--- src/hw/rtl/apucs_pkg.sv ---
`timescale 1ns / 1ps
`default_nettype none
package apucs_pkg;
  localparam int NREGS = 23;
  localparam logic [4:0] R_NR10 = 5'd0;
  localparam logic [4:0] R_NR11 = 5'd1;
  localparam logic [4:0] R_NR12 = 5'd2;
  localparam logic [4:0] R_NR13 = 5'd3;
  localparam logic [4:0] R_NR14 = 5'd4;
  localparam logic [4:0] R_NR21 = 5'd6;
  localparam logic [4:0] R_NR22 = 5'd7;
  localparam logic [4:0] R_NR24 = 5'd9;
  localparam logic [4:0] R_NR30 = 5'd10;
  localparam logic [4:0] R_NR31 = 5'd11;
  localparam logic [4:0] R_NR34 = 5'd14;
  localparam logic [4:0] R_NR41 = 5'd16;
  localparam logic [4:0] R_NR42 = 5'd17;
  localparam logic [4:0] R_NR44 = 5'd19;
  localparam logic [4:0] R_NR52 = 5'd22;
  localparam logic CMD_WRITE = 1'b0;
  localparam logic CMD_TICK = 1'b1;

  function automatic logic [7:0] clear_val(input logic [4:0] a);
    logic [7:0] v;
    v = 8'h00;
    unique case (a)
      5'd0: v = 8'h80;
      5'd1, 5'd6: v = 8'h3f;
      5'd3, 5'd5, 5'd8, 5'd11, 5'd13, 5'd15, 5'd16: v = 8'hff;
      5'd4, 5'd9, 5'd14, 5'd19: v = 8'hbf;
      5'd10: v = 8'h7f;
      5'd12: v = 8'h9f;
      default: v = 8'h00;
    endcase
    return v;
  endfunction
endpackage
`default_nettype wire

--- src/hw/rtl/apu_channel_control_sequencer.sv ---
// Each accepted item's result is registered in the output register, or in the
// skid stage while the output stalls. One item per cycle while the skid stage is empty;
// the one-entry skid stage keeps the input ready while one result waits.
// Reset (rst_n low, synchronous): state cleared except the result data registers,
// register file zero, cgb_mode zero, no result pending.
`timescale 1ns / 1ps
`default_nettype none
module apu_channel_control_sequencer (
  input  wire logic        clk,
  input  wire logic        rst_n,
  input  wire logic        cfg_we,
  input  wire logic        cfg_wdata,
  input  wire logic        in_valid,
  output logic             in_ready,
  input  wire logic        in_cmd,
  input  wire logic [4:0]  in_reg_index,
  input  wire logic [7:0]  in_write_value,
  output logic             out_valid,
  input  wire logic        out_ready,
  output logic [3:0]       out_channel_on,
  output logic [3:0]       out_square1_volume,
  output logic [3:0]       out_square2_volume,
  output logic [3:0]       out_noise_volume,
  output logic [10:0]      out_swept_frequency
);
  typedef struct packed {
    logic [3:0]  on;
    logic [3:0]  v0;
    logic [3:0]  v1;
    logic [3:0]  v3;
    logic [10:0] f;
  } res_t;

  logic        cgb_r;
  logic [7:0]  rf_r [apucs_pkg::NREGS];
  logic [8:0]  len_r [4];
  logic [3:0]  vol_r [4];
  logic [2:0]  etm_r [4];
  logic [7:0]  st_r;
  logic [2:0]  fs_r;
  logic        swe_r;
  logic [3:0]  swt_r;
  logic [10:0] sws_r;
  logic        neg_r;

  logic [7:0]  rf_nxt [apucs_pkg::NREGS];
  logic [8:0]  len_nxt [4];
  logic [3:0]  vol_nxt [4];
  logic [2:0]  etm_nxt [4];
  logic [7:0]  st_nxt;
  logic [2:0]  fs_nxt;
  logic        swe_nxt;
  logic [3:0]  swt_nxt;
  logic [10:0] sws_nxt;
  logic        neg_nxt;

  res_t  out_r, skid_r;
  logic  out_vld_r, skid_vld_r;
  logic  take;

  assign in_ready = !skid_vld_r;
  assign take = in_valid && in_ready;

  function automatic logic [4:0] env_idx(input int ch);
    return 5'(ch * 5 + 2);
  endfunction
  function automatic logic [4:0] ctl_idx(input int ch);
    return 5'(ch * 5 + 4);
  endfunction

  always_comb begin
    logic [7:0]  cnt;
    logic [11:0] fr;
    logic [11:0] fr2;
    logic [10:0] d;
    logic [4:0]  a;
    logic [7:0]  v;
    logic [7:0]  envr;
    logic        gated;
    logic        killed;
    logic        lenclk;
    logic [2:0]  sp;
    rf_nxt  = rf_r;
    len_nxt = len_r;
    vol_nxt = vol_r;
    etm_nxt = etm_r;
    st_nxt  = st_r;
    fs_nxt  = fs_r;
    swe_nxt = swe_r;
    swt_nxt = swt_r;
    sws_nxt = sws_r;
    neg_nxt = neg_r;
    a = in_reg_index;
    v = in_write_value;
    cnt = rf_r[apucs_pkg::R_NR10];
    sp = cnt[6:4];
    fr = '0;
    fr2 = '0;
    d = '0;
    envr = '0;
    killed = 1'b0;
    lenclk = 1'b0;
    gated = 1'b0;
    if (in_cmd == apucs_pkg::CMD_TICK) begin
      for (int ch = 0; ch < 4; ch++) begin
        lenclk = 1'b0;
        if (!fs_r[0] && len_r[ch] != 9'd0 && rf_r[ctl_idx(ch)][6]) begin
          len_nxt[ch] = len_r[ch] - 9'd1;
          lenclk = (len_r[ch] == 9'd1);
        end
        if (lenclk) begin
          st_nxt[ch] = 1'b0;
          if (ch != 2) vol_nxt[ch] = 4'd0;
        end else if (ch != 2 && st_r[ch] && fs_r == 3'd7 && etm_r[ch] != 3'd0) begin
          envr = rf_r[env_idx(ch)];
          etm_nxt[ch] = etm_r[ch] - 3'd1;
          if (etm_r[ch] == 3'd1) begin
            etm_nxt[ch] = envr[2:0];
            if (envr[3]) begin
              if (vol_r[ch] != 4'd15) vol_nxt[ch] = vol_r[ch] + 4'd1;
            end else if (vol_r[ch] != 4'd0) begin
              vol_nxt[ch] = vol_r[ch] - 4'd1;
            end
          end
        end
      end
      if (fs_r[1:0] == 2'd2 && swe_r) begin
        swt_nxt = swt_r - 4'd1;
        if (swt_r == 4'd1) begin
          swt_nxt = (sp == 3'd0) ? 4'd8 : {1'b0, sp};
          if (sp != 3'd0) begin
            d = sws_r >> cnt[2:0];
            fr = cnt[3] ? ({1'b0, sws_r} - {1'b0, d}) : ({1'b0, sws_r} + {1'b0, d});
            if (cnt[3]) neg_nxt = 1'b1;
            if (fr > 12'd2047) begin
              len_nxt[0] = '0; st_nxt[0] = 1'b0; vol_nxt[0] = '0; swe_nxt = 1'b0;
            end else if (cnt[2:0] != 3'd0) begin
              sws_nxt = fr[10:0];
              rf_nxt[apucs_pkg::R_NR13] = fr[7:0];
              rf_nxt[apucs_pkg::R_NR14] = {rf_r[apucs_pkg::R_NR14][7:3], fr[10:8]};
              d = fr[10:0] >> cnt[2:0];
              fr2 = cnt[3] ? ({1'b0, fr[10:0]} - {1'b0, d})
                           : ({1'b0, fr[10:0]} + {1'b0, d});
              if (fr2 > 12'd2047) begin
                len_nxt[0] = '0; st_nxt[0] = 1'b0; vol_nxt[0] = '0; swe_nxt = 1'b0;
              end
            end
          end
        end
      end
      fs_nxt = fs_r + 3'd1;
    end else if (a < 5'(apucs_pkg::NREGS)) begin
      gated = !rf_r[apucs_pkg::R_NR52][7] && a != apucs_pkg::R_NR52 &&
              (cgb_r || (a != apucs_pkg::R_NR11 && a != apucs_pkg::R_NR21 &&
                         a != apucs_pkg::R_NR31 && a != apucs_pkg::R_NR41));
      if (!gated) begin
        rf_nxt[a] = v;
        unique case (a)
          apucs_pkg::R_NR10: begin
            if (neg_r && cnt[3] && !v[3]) begin
              vol_nxt[0] = '0; st_nxt[0] = 1'b0; neg_nxt = 1'b0;
            end
          end
          apucs_pkg::R_NR11: len_nxt[0] = 9'd64 - {3'd0, v[5:0]};
          apucs_pkg::R_NR21: len_nxt[1] = 9'd64 - {3'd0, v[5:0]};
          apucs_pkg::R_NR41: len_nxt[3] = 9'd64 - {3'd0, v[5:0]};
          apucs_pkg::R_NR31: len_nxt[2] = 9'd256 - {1'b0, v};
          apucs_pkg::R_NR12: if (v[7:3] == 5'd0) begin st_nxt[0] = 1'b0; vol_nxt[0] = '0; end
          apucs_pkg::R_NR22: if (v[7:3] == 5'd0) begin st_nxt[1] = 1'b0; vol_nxt[1] = '0; end
          apucs_pkg::R_NR42: if (v[7:3] == 5'd0) begin st_nxt[3] = 1'b0; vol_nxt[3] = '0; end
          apucs_pkg::R_NR14, apucs_pkg::R_NR24, apucs_pkg::R_NR44: begin
            if (v[7]) begin
              for (int ch = 0; ch < 4; ch++) begin
                if (ctl_idx(ch) == a) begin
                  envr = rf_r[env_idx(ch)];
                  vol_nxt[ch] = envr[7:4];
                  etm_nxt[ch] = envr[2:0];
                  len_nxt[ch] = (len_r[ch] == 9'd0) ? 9'd64 : len_r[ch];
                  st_nxt[ch] = 1'b1;
                  if (ch == 0) begin
                    swe_nxt = (cnt[2:0] != 3'd0) || (cnt[6:4] != 3'd0);
                    swt_nxt = (sp == 3'd0) ? 4'd8 : {1'b0, sp};
                    sws_nxt = {v[2:0], rf_r[apucs_pkg::R_NR13]};
                    neg_nxt = cnt[3];
                    if (cnt[2:0] != 3'd0) begin
                      d = sws_nxt >> cnt[2:0];
                      fr = cnt[3] ? ({1'b0, sws_nxt} - {1'b0, d})
                                  : ({1'b0, sws_nxt} + {1'b0, d});
                      if (fr > 12'd2047) begin
                        len_nxt[0] = '0; st_nxt[0] = 1'b0; swe_nxt = 1'b0;
                      end
                    end else begin
                      neg_nxt = 1'b0;
                    end
                  end
                  killed = 1'b0;
                  if (!rf_r[ctl_idx(ch)][6] && v[6] && fs_r[0] && len_nxt[ch] != 9'd0) begin
                    len_nxt[ch] = len_nxt[ch] - 9'd1;
                    killed = (len_nxt[ch] == 9'd0);
                  end
                  if (killed || envr[7:3] == 5'd0 || !st_nxt[ch]) begin
                    st_nxt[ch] = 1'b0; vol_nxt[ch] = '0;
                  end
                end
              end
            end
          end
          apucs_pkg::R_NR30: if (!v[7]) st_nxt[2] = 1'b0;
          apucs_pkg::R_NR34: begin
            if (v[7]) begin
              if (len_r[2] == 9'd0) len_nxt[2] = 9'd256;
              if (rf_r[apucs_pkg::R_NR30][7]) st_nxt[2] = 1'b1;
            end
          end
          apucs_pkg::R_NR52: begin
            st_nxt = {v[7:4], st_r[3:0]};
            if (!v[7]) begin
              for (int i = 0; i < apucs_pkg::NREGS - 1; i++)
                rf_nxt[i] = apucs_pkg::clear_val(5'(i));
              if (cgb_r) begin
                for (int ch = 0; ch < 4; ch++) len_nxt[ch] = '0;
                st_nxt = '0;
              end
            end else if (!rf_r[apucs_pkg::R_NR52][7]) begin
              fs_nxt = '0;
            end
          end
          default: ;
        endcase
      end
    end
  end

  res_t res_nxt;
  always_comb begin
    res_nxt.on = st_nxt[3:0];
    res_nxt.v0 = vol_nxt[0];
    res_nxt.v1 = vol_nxt[1];
    res_nxt.v3 = vol_nxt[3];
    res_nxt.f  = sws_nxt;
  end

  always_ff @(posedge clk) begin
    if (!rst_n) begin
      cgb_r <= 1'b0;
      for (int i = 0; i < apucs_pkg::NREGS; i++) rf_r[i] <= '0;
      for (int ch = 0; ch < 4; ch++) begin
        len_r[ch] <= '0; vol_r[ch] <= '0; etm_r[ch] <= '0;
      end
      st_r <= '0; fs_r <= '0; swe_r <= 1'b0; swt_r <= '0; sws_r <= '0; neg_r <= 1'b0;
      out_vld_r <= 1'b0;
      skid_vld_r <= 1'b0;
    end else begin
      if (cfg_we) cgb_r <= cfg_wdata;
      if (take) begin
        rf_r <= rf_nxt; len_r <= len_nxt; vol_r <= vol_nxt; etm_r <= etm_nxt;
        st_r <= st_nxt; fs_r <= fs_nxt; swe_r <= swe_nxt; swt_r <= swt_nxt;
        sws_r <= sws_nxt; neg_r <= neg_nxt;
      end
      if (!out_vld_r || out_ready) begin
        if (skid_vld_r) begin
          out_r <= skid_r;
          out_vld_r <= 1'b1;
          skid_vld_r <= 1'b0;
        end else begin
          out_vld_r <= take;
          if (take) out_r <= res_nxt;
        end
      end else if (take) begin
        skid_r <= res_nxt;
        skid_vld_r <= 1'b1;
      end
    end
  end

  assign out_valid = out_vld_r;
  assign out_channel_on = out_r.on;
  assign out_square1_volume = out_r.v0;
  assign out_square2_volume = out_r.v1;
  assign out_noise_volume = out_r.v3;
  assign out_swept_frequency = out_r.f;
endmodule
`default_nettype wire

--- config.mk ---
export PLATFORM = sky130hd
export DESIGN_NAME = apu_channel_control_sequencer
export DESIGN_NICKNAME = d
export VERILOG_FILES = /design/src/hw/rtl/apucs_pkg.sv /design/src/hw/rtl/apu_channel_control_sequencer.sv
export SDC_FILE = /design/constraint.sdc
export NUM_CORES = 1
export LEC_CHECK = 0
export BUFFER_PORTS_ARGS = -buffer_cell sky130_fd_sc_hd__buf_2
export CAP_MARGIN = 5
export CORE_ASPECT_RATIO = 1.4
export CORE_MARGIN = 4
export CORE_UTILIZATION = 30
export DETAILED_ROUTE_END_ITERATION = 7
export GPL_ROUTABILITY_DRIVEN = 0
export GPL_TIMING_DRIVEN = 0
export PLACE_DENSITY = 0.52
export SLEW_MARGIN = 5
export SYNTH_ARGS = -nofsm -noshare
export SYNTH_HDL_FRONTEND = slang
export SYNTH_SLANG_ARGS = --single-unit
--- constraint.sdc ---
create_clock -name clk -period 7.75 [get_ports clk]
set_input_delay 1.55 -clock clk [delete_from_list [all_inputs] [get_ports clk]]
set_output_delay 1.55 -clock clk [all_outputs]
set_load 0.005 [all_outputs]
Word level (Yosys, flattened, before mapping)
Index checks and enable logic that the tools add are counted.
{ "op_classes": {"add_sub_neg": 27, "multipliers": 0, "n_div": 0, "n_lt_le_gt_ge": 6, "eq_ne": 64, "shifts": 3, "muxes": 256, "n_bitwise": 5, "reduce_logical": 116} }
{ "ops": {"columns": ["cell", "count"], "rows": [
  ["$mux 176", 2],
  ["$mux 160", 2],
  ["$mux 9", 32],
  ["$mux 36", 6],
  ["$mux 4", 51],
  ["$bwmux 184", 1],
  ["$mux 16", 9],
  ["$mux 11", 11],
  ["$mux 1", 95],
  ["$mux 12", 7],
  ["$pmux 9 s3", 3],
  ["$logic_not 9->1", 8],
  ["$reduce_bool 9->1", 8],
  ["$sub 9x1->9 const B", 8],
  ["$mux 3", 20],
  ["$mux 27", 2],
  ["$demux 8 s5", 1],
  ["$reduce_and 8->1", 5],
  ["$add 11x11->12", 3],
  ["$eq 9x1->1 const B", 4],
  ["$gt 12x11->1 const B", 3],
  ["$logic_and 1x1->1", 36],
  ["$pmux 9 s4", 1],
  ["$sub 11x11->12", 3],
  ["other kinds (57)", 156]
]} }
{ "word_totals": {"reg_bits": 329, "latch_bits": 0, "ramBits": 0, "mem_bits_ro": 0, "input_bits": 20, "elab_cells": 532, "memories": 0} }

Longest topological paths before layout
Gate-level depths: netlist (run 1).
{ "logic_depth": {"ltp_word": 32, "ltp_mapped": 33} }

Least setup slack after synthesis (run 1)
No wires, ideal clock.
{ "synth_path": {"path_type": "register to register", "startpoint": "register rf_r[178] (netlist name)", "endpoint": "register out_r (netlist bit out_square1_volume[2]), data pin", "setup_time_ps": 262, "t_arrival_ps": 6641, "t_required_ps": 7488, "setup_slack_ps": 847, "path_stages_with_launch": 28, "path_buffers": 6, "period_less_slack_ps": 6903, "cell_sequence": "dfxtp_1 > clkbuf_1 > clkbuf_1 > clkbuf_1 > buf_1 > clkbuf_1 > o21ai_0 > xnor2_1 > ha_1 > clkbuf_1 > o21a_1 > nor2_1 > a211oi_1 > a211oi_2 > a211o_1 > o2bb2ai_1 > nor4b_4 > and3_1 > a21oi_1 > xor2_1 > ha_1 > and4_1 > a221oi_1 > nand2_1 > nor3b_1 > a21o_1 > o31ai_2 > mux2_1"} }
{ "synth_lines": {"columns": ["element", "line_no", "rtl"], "rows": [
  ["start, declared", "apu_channel_control_sequencer.sv:35", "logic [7:0] rf_r [apucs_pkg::NREGS];"],
  ["start signal, assigned", "apu_channel_control_sequencer.sv:256", "rf_r <= rf_nxt; len_r <= len_nxt; vol_r <= vol_nxt; etm_r <= etm_nxt;"],
  ["end signal, assigned", "apu_channel_control_sequencer.sv:262", "out_r <= skid_r;"],
  ["end signal, assigned", "apu_channel_control_sequencer.sv:267", "if (take) out_r <= res_nxt;"],
  ["end, declared", "apu_channel_control_sequencer.sv:57", "res_t out_r, skid_r;"]
]} }

Final worst setup path (run 1)
{ "layout_path": {"startpoint": "register rf_r[176] (netlist name)", "endpoint": "register len_r[28] (netlist name)"} }
{ "layout_via": {"elab_chain_len": 21} }
{ "layout_lines": {"columns": ["element", "line_no", "rtl"], "rows": [
  ["branches (longest 20 deep; another with $add 11x11->12)", null, null],
  ["$mux 36 (*)", "apu_channel_control_sequencer.sv:104", "if (in_cmd == apucs_pkg::CMD_TICK) begin"],
  ["end signal, assigned", "apu_channel_control_sequencer.sv:256", null],
  ["end, declared", "apu_channel_control_sequencer.sv:36", "logic [8:0] len_r [4];"]
]} }
Mark *: on every way between the ends. The select of a mux whose other input is x is not followed.
A chain may end at the register's enable or synchronous reset.

==> reports/summary.log, run 1 <==
qor: run_status.status complete, no violations
qor: timing.fin_crit_share 96.4%
qor: synthesis.yosys.cell_types.count 99
qor: global_routing.grt_max_degree 21
qor: timing.setup_tns 0 ps
qor: global_routing.grt_overall_usage 20.8%
qor: detailed_routing.initial_drc_count 1440
qor: pwr.vdd_drop_max 0.153 mV
qor: synthesis.synth_commonest_cells 230 x sky130_fd_sc_hd__nor2_1, 170 x sky130_fd_sc_hd__nand2_1, 169 x sky130_fd_sc_hd__a21oi_1, 134 x sky130_fd_sc_hd__dfxtp_1, 114 x sky130_fd_sc_hd__clkbuf_1
qor: cells_and_area.final-instance-count-excl-fill 2676
qor: critical_path.timing.critical_path.from_type flop
qor: global_routing.antenna_violations_before_repair 2
qor: timing.relSlewSlack 5.90%
qor: floorplan.initial_core_util 30.2%
qor: place.post-place-cells 2621
qor: synthesis.synthXorXnorAreaFrac 3.42%
qor: detailed_routing.wl_per_cell 21.8 µm
qor: critical_path.master_of_the_slowest_instance_on_the_critical_path sky130_fd_sc_hd__mux4_2
qor: clock_network.clock_latency 470 ps
qor: worst_hold_path.sink_of_the_worst_hold_path rf_r[42]
qor: flow_run.max-cap-violations 0
qor: clock_network.cts_h_tree_depth 4
qor: detailed_routing.route.antenna.remaining_nets 0
qor: critical_path.crit-reg2reg-capture len_r[28]
qor: synthesis.synth_async_sr_flop_share 0%
qor: synthesis.synth_enable_flop_cells 54
qor: floorplan.boundaryPins 49
qor: critical_path.worstRegToRegCells 31
qor: synthesis.synth.net_count 2025
qor: synthesis.dominant_combinational_cell_family_by_area_after_synthesis compound AO/OA/AOI/OAI gates
qor: worst_hold_path.hold_path_startpoint rf_r[42]
qor: synthesis.synth-main-ff-cell sky130_fd_sc_hd__dfxtp_1
qor: detailed_routing.detail_route.vias_per_cell 5.86
qor: cells_and_area.postLayoutCoreUtil 34.5%
qor: timing.tightest_pin_transition 1400 ps
qor: synthesis.synthAdderAreaFrac 6.26%
qor: detailed_routing.postRouteWirelength 58400 µm
qor: clock_network.clkSlewWorstSetupHoldPaths 80 ps
qor: synthesis.ys_seq_area_share 28.5%
qor: floorplan.placeableCoreArea 50000 µm²
qor: place.dp_hpwl 43400 µm
qor: clock_network.cts.sinks 188
qor: clock_network.cts-root-buf sky130_fd_sc_hd__clkbuf_16
qor: synthesis.synth.cell_area 15100 µm²
qor: synthesis.post-synth-top-count-cell sky130_fd_sc_hd__nor2_1
qor: critical_path.criticalPathCategory flop to flop
qor: critical_path.critPathArrivalTime 7840 ps
qor: synthesis.synth_simple_gate_area_share 23.6%
qor: critical_path.critPathCaptureType flop
qor: timing.timing_hold_violations_final 0
qor: synthesis.synth.avg_cell_area 7.83 µm²
qor: synthesis.synthDominantCellAreaShare 17.7%
qor: global_routing.grt_first_pass_wirelength 89000 µm
qor: clock_network.cts_buffer_depth 2
qor: clock_network.tritoncts done
qor: cells_and_area.area_growth_syn_to_layout 14.2%
qor: synthesis.yosys.area.top_type sky130_fd_sc_hd__dfxtp_1
qor: cells_and_area.layout.nets 2114
qor: timing.timing.fmax 134 MHz
qor: cells_and_area.fill_cell_total_of_the_finished_layout 5339
qor: floorplan.floorplan.die_area 54100 µm²
qor: floorplan.die_height 274 µm
qor: clock_network.tritoncts.num_buffers 17
qor: detailed_routing.drc 0
qor: synthesis.synthesis.instances 1930
qor: place.portBuffers 45
qor: critical_path.crit-reg2reg-launch rf_r[176]
qor: timing.min_period 7470 ps
qor: floorplan.placementRows 97
qor: synthesis.ys.warnings.count 0
qor: detailed_routing.drt-pass1-iter-count 6
qor: timing.finalHoldWorstSlack 467 ps
qor: synthesis.yosys_register_bits 188
qor: timing.timing.clock.skew 17.9 ps
qor: worst_hold_path.timing.hold.worst.class flop to flop
qor: global_routing.total_grt_overflow 0
qor: worst_hold_path.worstHoldPathCells 2
qor: cells_and_area.final_cell_area 17300 µm²
qor: synthesis.synth-compound-area-share 26.0%
qor: synthesis.synth_mux_area_share 7.08%
qor: cells_and_area.share_of_post_route_cells_with_drive_strength_above_1 12.5%
qor: detailed_routing.routed-via-count 15700
qor: critical_path.max_stage_delay 540 ps
qor: timing.maxSlewViolCount 0
qor: place.detailed_place.area 16200 µm²
qor: critical_path.critPathRequiredTime 8120 ps
qor: pwr.p_per_area 140 nW/µm²
qor: pwr.power.leakage 6.51 nW
qor: timing.finalSetupViolCount 0
qor: global_routing.vias_in_the_first_global_route 15300
qor: floorplan.dieWidth 198 µm
qor: critical_path.ff2ff_setup_slack 280 ps
qor: critical_path.timing.critical_path.fanout_max 10
qor: synthesis.synth_area_leaders sky130_fd_sc_hd__dfxtp_1 18%, sky130_fd_sc_hd__edfxtp_1 11%, sky130_fd_sc_hd__ha_1 6.1%
==> per-stage QoR <==
step | setup slack (ps) | total power [mW]
after floorplan | 847 | 1.35
after global placement | -1240 | 1.48
after detailed placement | -1260 | 1.49
after CTS | 2.25 | 2.43
after global routing | -11.4 | 2.51
final | 279 | 2.42
==> metal layers <==
metal  global-route usage (%)  up-vias  part of all wire, %
li1                         -     7297                    -
met1                     23.4     7560                   38
met2                     37.2      642                   50
met3                     2.49      193                  5.4
met4                     12.9        2                  6.6
met5                        0        -                0.022
==> area by class of cell <==
cell class	count	area [µm²]	area share (%)
Clock inverter	14	175	1.01
Clock buffer	18	429	2.49
Inverter	65	244	1.41
Timing Repair Buffer	73	443	2.57
Multi-Input combinational cell	1539	10300	59.5
Tap cell	643	805	4.66
Sequential cell	188	4310	24.9
Buffer	135	584	3.39
Antenna cell	1	2.50	0.0145
==> cells in the final DEF, fill, tap and decap left out, types with 54 or more instances in the layout <==
| cell | count |
|---|---|
| sky130_fd_sc_hd__edfxtp_1 | 54 |
| sky130_fd_sc_hd__inv_1 | 62 |
| sky130_fd_sc_hd__nand3_1 | 60 |
| sky130_fd_sc_hd__nor3_1 | 70 |
| sky130_fd_sc_hd__nor2_1 | 227 |
| sky130_fd_sc_hd__a21oi_1 | 168 |
| sky130_fd_sc_hd__nand2_1 | 170 |
| sky130_fd_sc_hd__clkbuf_1 | 98 |
| sky130_fd_sc_hd__dfxtp_1 | 133 |
| sky130_fd_sc_hd__ha_1 | 71 |
| sky130_fd_sc_hd__o21ai_0 | 107 |
==> worst max-delay path by stage <==
stage / startpoint / endpoint / slack [ps] / cells after the start
final: rf_r[176] / len_r[28] / 280 / 31
after global routing: rf_r[176] / len_r[28] / -10 / 31
after CTS: rf_r[176] / out_square1_volume[0] / 2 / 28
after detailed placement: rf_r[178] / out_square1_volume[0] / -1260 / 26
after global placement: rf_r[178] / out_square1_volume[0] / -1240 / 26
after floorplan: rf_r[178] / out_square1_volume[2] / 850 / 27
==> critical path: cells and delay by family (launching register included) <==
family	cells	cell delay (ps)
mux	2	740
simple gates	5	1190
xor+xnor	2	350
buf+inv	7	1240
compound gates	12	2610
fa+ha+maj	3	860
flops	1	380
==> timing repair <==
action | 4_1_cts | 5_1_grt
resized for setup | 20 | 62
pin swaps | 3 | 12
setup endpoints to repair | 25 | 24
buffers inserted | 6 | 19
hold endpoints to repair | 0 | 0
hold buffers | 0 | 0
==> where the power goes <==
| part | total (mW) | internal, mW | switching [mW] |
|---|---|---|---|
| registers | 1.05 | 1.03 | 0.0220 |
| logic | 0.432 | 0.149 | 0.283 |
| clock network | 0.934 | 0.466 | 0.468 |
==> logic make-up (layout without fill, tap and decap cells) <==
group	after synthesis	after routing
other	0	1
XOR/XNOR	59	59
adder cells (fa/ha/maj)	75	75
buffers and inverters	203	305
AND/OR/NAND/NOR	730	730
AO/OA/AOI/OAI	589	589
flip-flops	188	188
multiplexers	86	86
==> flip-flops by register name, indices dropped and copies added, names as in the netlist, 9 cells and up, named ones only <==
name,flops
len_r,36
etm_r,9
skid_r,27
vol_r,12
rf_r,49
sws_r,11
out_swept_frequency,11
Power figures use the tool's default switching activity.
==> run 2: changes to the inputs <==
--- a/config.mk
+++ b/config.mk
@@ -7,13 +7,15 @@
 export LEC_CHECK = 0
 export BUFFER_PORTS_ARGS = -buffer_cell sky130_fd_sc_hd__buf_2
 export CAP_MARGIN = 5
+export CELL_PAD_IN_SITES_DETAIL_PLACEMENT = 2
+export CELL_PAD_IN_SITES_GLOBAL_PLACEMENT = 2
 export CORE_ASPECT_RATIO = 1.4
 export CORE_MARGIN = 4
 export CORE_UTILIZATION = 30
 export DETAILED_ROUTE_END_ITERATION = 7
 export GPL_ROUTABILITY_DRIVEN = 0
 export GPL_TIMING_DRIVEN = 0
-export PLACE_DENSITY = 0.52
+export PLACE_DENSITY = 0.74
 export SLEW_MARGIN = 5
 export SYNTH_ARGS = -nofsm -noshare
 export SYNTH_HDL_FRONTEND = slang
==> run 2 against run 1 <==
Sequential power is essentially flat; total power grew 2.4%; maximum frequency shrank 0.70%; via count grew 2.2%; hold slack gained 0.61 ps; sequential cell count is the same; largest cell class unchanged; highest routed layer is now met4.
==> reports/summary.log, run 2 (same netlist as run 1, synthesis figures left out) <==
qor: run_status.status complete, no violations [unchanged]
qor: cells_and_area.largest_register_ffs 49 [unchanged]
qor: global_routing.grt_max_degree 21 [unchanged]
qor: detailed_routing.wl_met1 27300 µm [was 22300 µm]
qor: detailed_routing.initial_drc_count 890 [was 1440]
qor: worst_hold_path.timing.hold.worst.class flop to flop [unchanged]
qor: floorplan.dieWidth 198 µm [unchanged]
qor: timing.fin_crit_share 97.1% [was 96.4%]
qor: timing.tightest_pin_transition 1340 ps [was 1400 ps]
qor: detailed_routing.routed-via-count 16000 [was 15700]
qor: timing.finalHoldWorstSlack 467 ps [about the same]
qor: critical_path.critPathRequiredTime 7920 ps [was 8120 ps]
qor: floorplan.die_height 274 µm [unchanged]
qor: detailed_routing.wl_met2 37300 µm [was 29100 µm]
qor: pwr.p_per_area 142 nW/µm² [was 140 nW/µm²]
qor: clock_network.tritoncts.num_buffers 17 [unchanged]
qor: timing.min_period 7520 ps [was 7470 ps]
qor: cells_and_area.final_cell_area 17400 µm² [was 17300 µm²]
qor: pwr.finalPower 2.48 mW [was 2.42 mW]
qor: cells_and_area.reg_top3 rf_r: 49 flops, len_r: 36 flops, skid_r: 27 flops [unchanged]
qor: critical_path.timing.critical_path.from_type flop [unchanged]
qor: global_routing.grt_overall_usage 25.2% [was 20.8%]
qor: timing.setup_ws 226 ps [was 279 ps]
qor: detailed_routing.drc 0 [unchanged]
qor: detailed_routing.route.antenna.remaining_nets 0 [unchanged]
qor: detailed_routing.wl_per_cell 26.2 µm [was 21.8 µm]
qor: timing.timing_hold_violations_final 0 [unchanged]
qor: floorplan.floorplan.die_area 54100 µm² [unchanged]
qor: clock_network.cts.sinks 188 [unchanged]
qor: timing.timing.clock.skew 14.7 ps [was 17.9 ps]
qor: critical_path.timing.critical_path.fanout_max 10 [unchanged]
qor: critical_path.criticalPathCategory flop to flop [unchanged]
qor: clock_network.cts_h_tree_depth 4 [unchanged]
qor: place.detailed_place.area 16200 µm² [about the same]
qor: timing.grt_setup_unrepaired yes
qor: cells_and_area.area_growth_syn_to_layout 15.1% [was 14.2%]
qor: floorplan.placementRows 97 [unchanged]
qor: global_routing.vias_in_the_first_global_route 17500 [was 15300]
qor: place.dpl_worst_slack -1710 ps [was -1260 ps]
qor: cells_and_area.layout.nets 2112 [was 2114]
qor: place.dp_hpwl 53000 µm [was 43400 µm]
qor: timing.timing.fmax 133 MHz [was 134 MHz]
qor: global_routing.total_grt_overflow 0 [unchanged]
qor: cells_and_area.max_flop_register rf_r [unchanged]
qor: detailed_routing.detail_route.vias_per_cell 6.00 [was 5.86]
qor: clock_network.cts-root-buf sky130_fd_sc_hd__clkbuf_16 [unchanged]
qor: floorplan.initial_core_util 30.2% [unchanged]
qor: detailed_routing.route.met3.wl 1950 µm [was 3150 µm]
qor: clock_network.clkSlewWorstSetupHoldPaths 80 ps [about the same]
qor: critical_path.critPathCaptureType flop [unchanged]
qor: floorplan.placeableCoreArea 50000 µm² [unchanged]
qor: timing.relSlewSlack 9.57% [was 5.90%]
qor: clock_network.clock_latency 470 ps [about the same]
qor: clock_network.tritoncts done [unchanged]
qor: pwr.vdd_drop_max 0.102 mV [was 0.153 mV]
qor: clock_network.cts_buffer_depth 2 [unchanged]
qor: critical_path.path_common_cell sky130_fd_sc_hd__buf_4
qor: critical_path.max_stage_delay 560 ps [was 540 ps]
qor: global_routing.antenna_violations_before_repair 1 [was 2]
qor: detailed_routing.drt-pass1-iter-count 5 [was 6]
qor: detailed_routing.postRouteWirelength 70100 µm [was 58400 µm]
qor: cells_and_area.layout_common_cells 225 x sky130_fd_sc_hd__nor2_1, 169 x sky130_fd_sc_hd__nand2_1, 164 x sky130_fd_sc_hd__a21oi_1 [was 227 x sky130_fd_sc_hd__nor2_1, 170 x sky130_fd_sc_hd__nand2_1, 168 x sky130_fd_sc_hd__a21oi_1]
qor: place.portBuffers 45 [unchanged]
qor: timing.finalSetupViolCount 0 [unchanged]
qor: detailed_routing.route.top_layer_used met4 [was met5]
qor: cells_and_area.mostFrequentLayoutCell sky130_fd_sc_hd__nor2_1 [unchanged]
qor: timing.maxSlewViolCount 0 [unchanged]
qor: critical_path.critPathArrivalTime 7700 ps [was 7840 ps]
qor: flow_run.max-cap-violations 0 [unchanged]
qor: floorplan.boundaryPins 49 [unchanged]
qor: global_routing.grt_first_pass_wirelength 107000 µm [was 89000 µm]
qor: cells_and_area.share_of_post_route_cells_with_drive_strength_above_1 13.4% [was 12.5%]
qor: critical_path.master_of_the_slowest_instance_on_the_critical_path sky130_fd_sc_hd__mux4_2 [unchanged]
qor: pwr.power.leakage 6.54 nW [was 6.51 nW]
-- run 2: critical path, delay by kind of cell, from the launching register on --
| family | cells | cell delay, ps |
|---|---|---|
| simple gates | 8 | 1790 |
| fa+ha+maj | 3 | 910 |
| xor+xnor | 2 | 370 |
| mux | 2 | 810 |
| compound gates | 9 | 1630 |
| buf+inv | 7 | 1290 |
| flops | 1 | 400 |
-- run 2: per-layer routing --
| layer | global-route usage, % | vias up |
|---|---|---|
| met5 | 0 | - |
| li1 | - | 7289 |
| met3 | 2.70 | 178 |
| met2 | 47.9 | 359 |
| met1 | 27.4 | 8207 |
| met4 | 12.1 | 0 |
-- run 2: report_power, final --
group / internal [mW] / leakage [nW] / total, mW / switching (mW)
clock network: 0.468 / 0.298 / 0.950 / 0.482
logic: 0.158 / 4.66 / 0.472 / 0.314
registers: 1.03 / 1.57 / 1.06 / 0.0237
total: 1.66 / 6.54 / 2.48 / 0.820
-- run 2: what timing repair did --
| action | 4_1_cts | 5_1_grt |
|---|---|---|
| buffers inserted | 11 | 11 |
| hold buffers | 0 | 0 |
| setup endpoints to repair | 25 | 24 |
| resized for setup | 43 | 66 |
| pin swaps | 9 | 14 |
| gates cloned | 0 | 0 |
-- run 2: final cells by class --
cell class                      count  area, µm²
Buffer                            135        599
Multi-Input combinational cell   1539      10400
Sequential cell                   188       4310
Clock buffer                       17        425
Inverter                           65        244
Clock inverter                     15        188
Tap cell                          643        805
Antenna cell                        1       2.50
Timing Repair Buffer               71        452
Fill cell                        5891      32600
-- run 2: path summary, 6_finish.rpt --
path	from	endpoint	slack, ps	depth (start not counted)
hold / removal	rf_r[42]	rf_r[42]	470	2
setup / recovery	rf_r[176]	out_square1_volume[0]	230	31
hold reg to reg	rf_r[42]	rf_r[42]	470	2
setup reg to reg	rf_r[176]	out_square1_volume[0]	230	31
-- run 2: metrics by stage --
step	TNS, ps	util (%)	cells
floorplan	0	-	1930
global placement	-32440	32.3	2618
detailed placement	-36190	32.4	2622
CTS	0	34.2	2664
global route	-989	34.8	2674
finish	0	34.8	2674
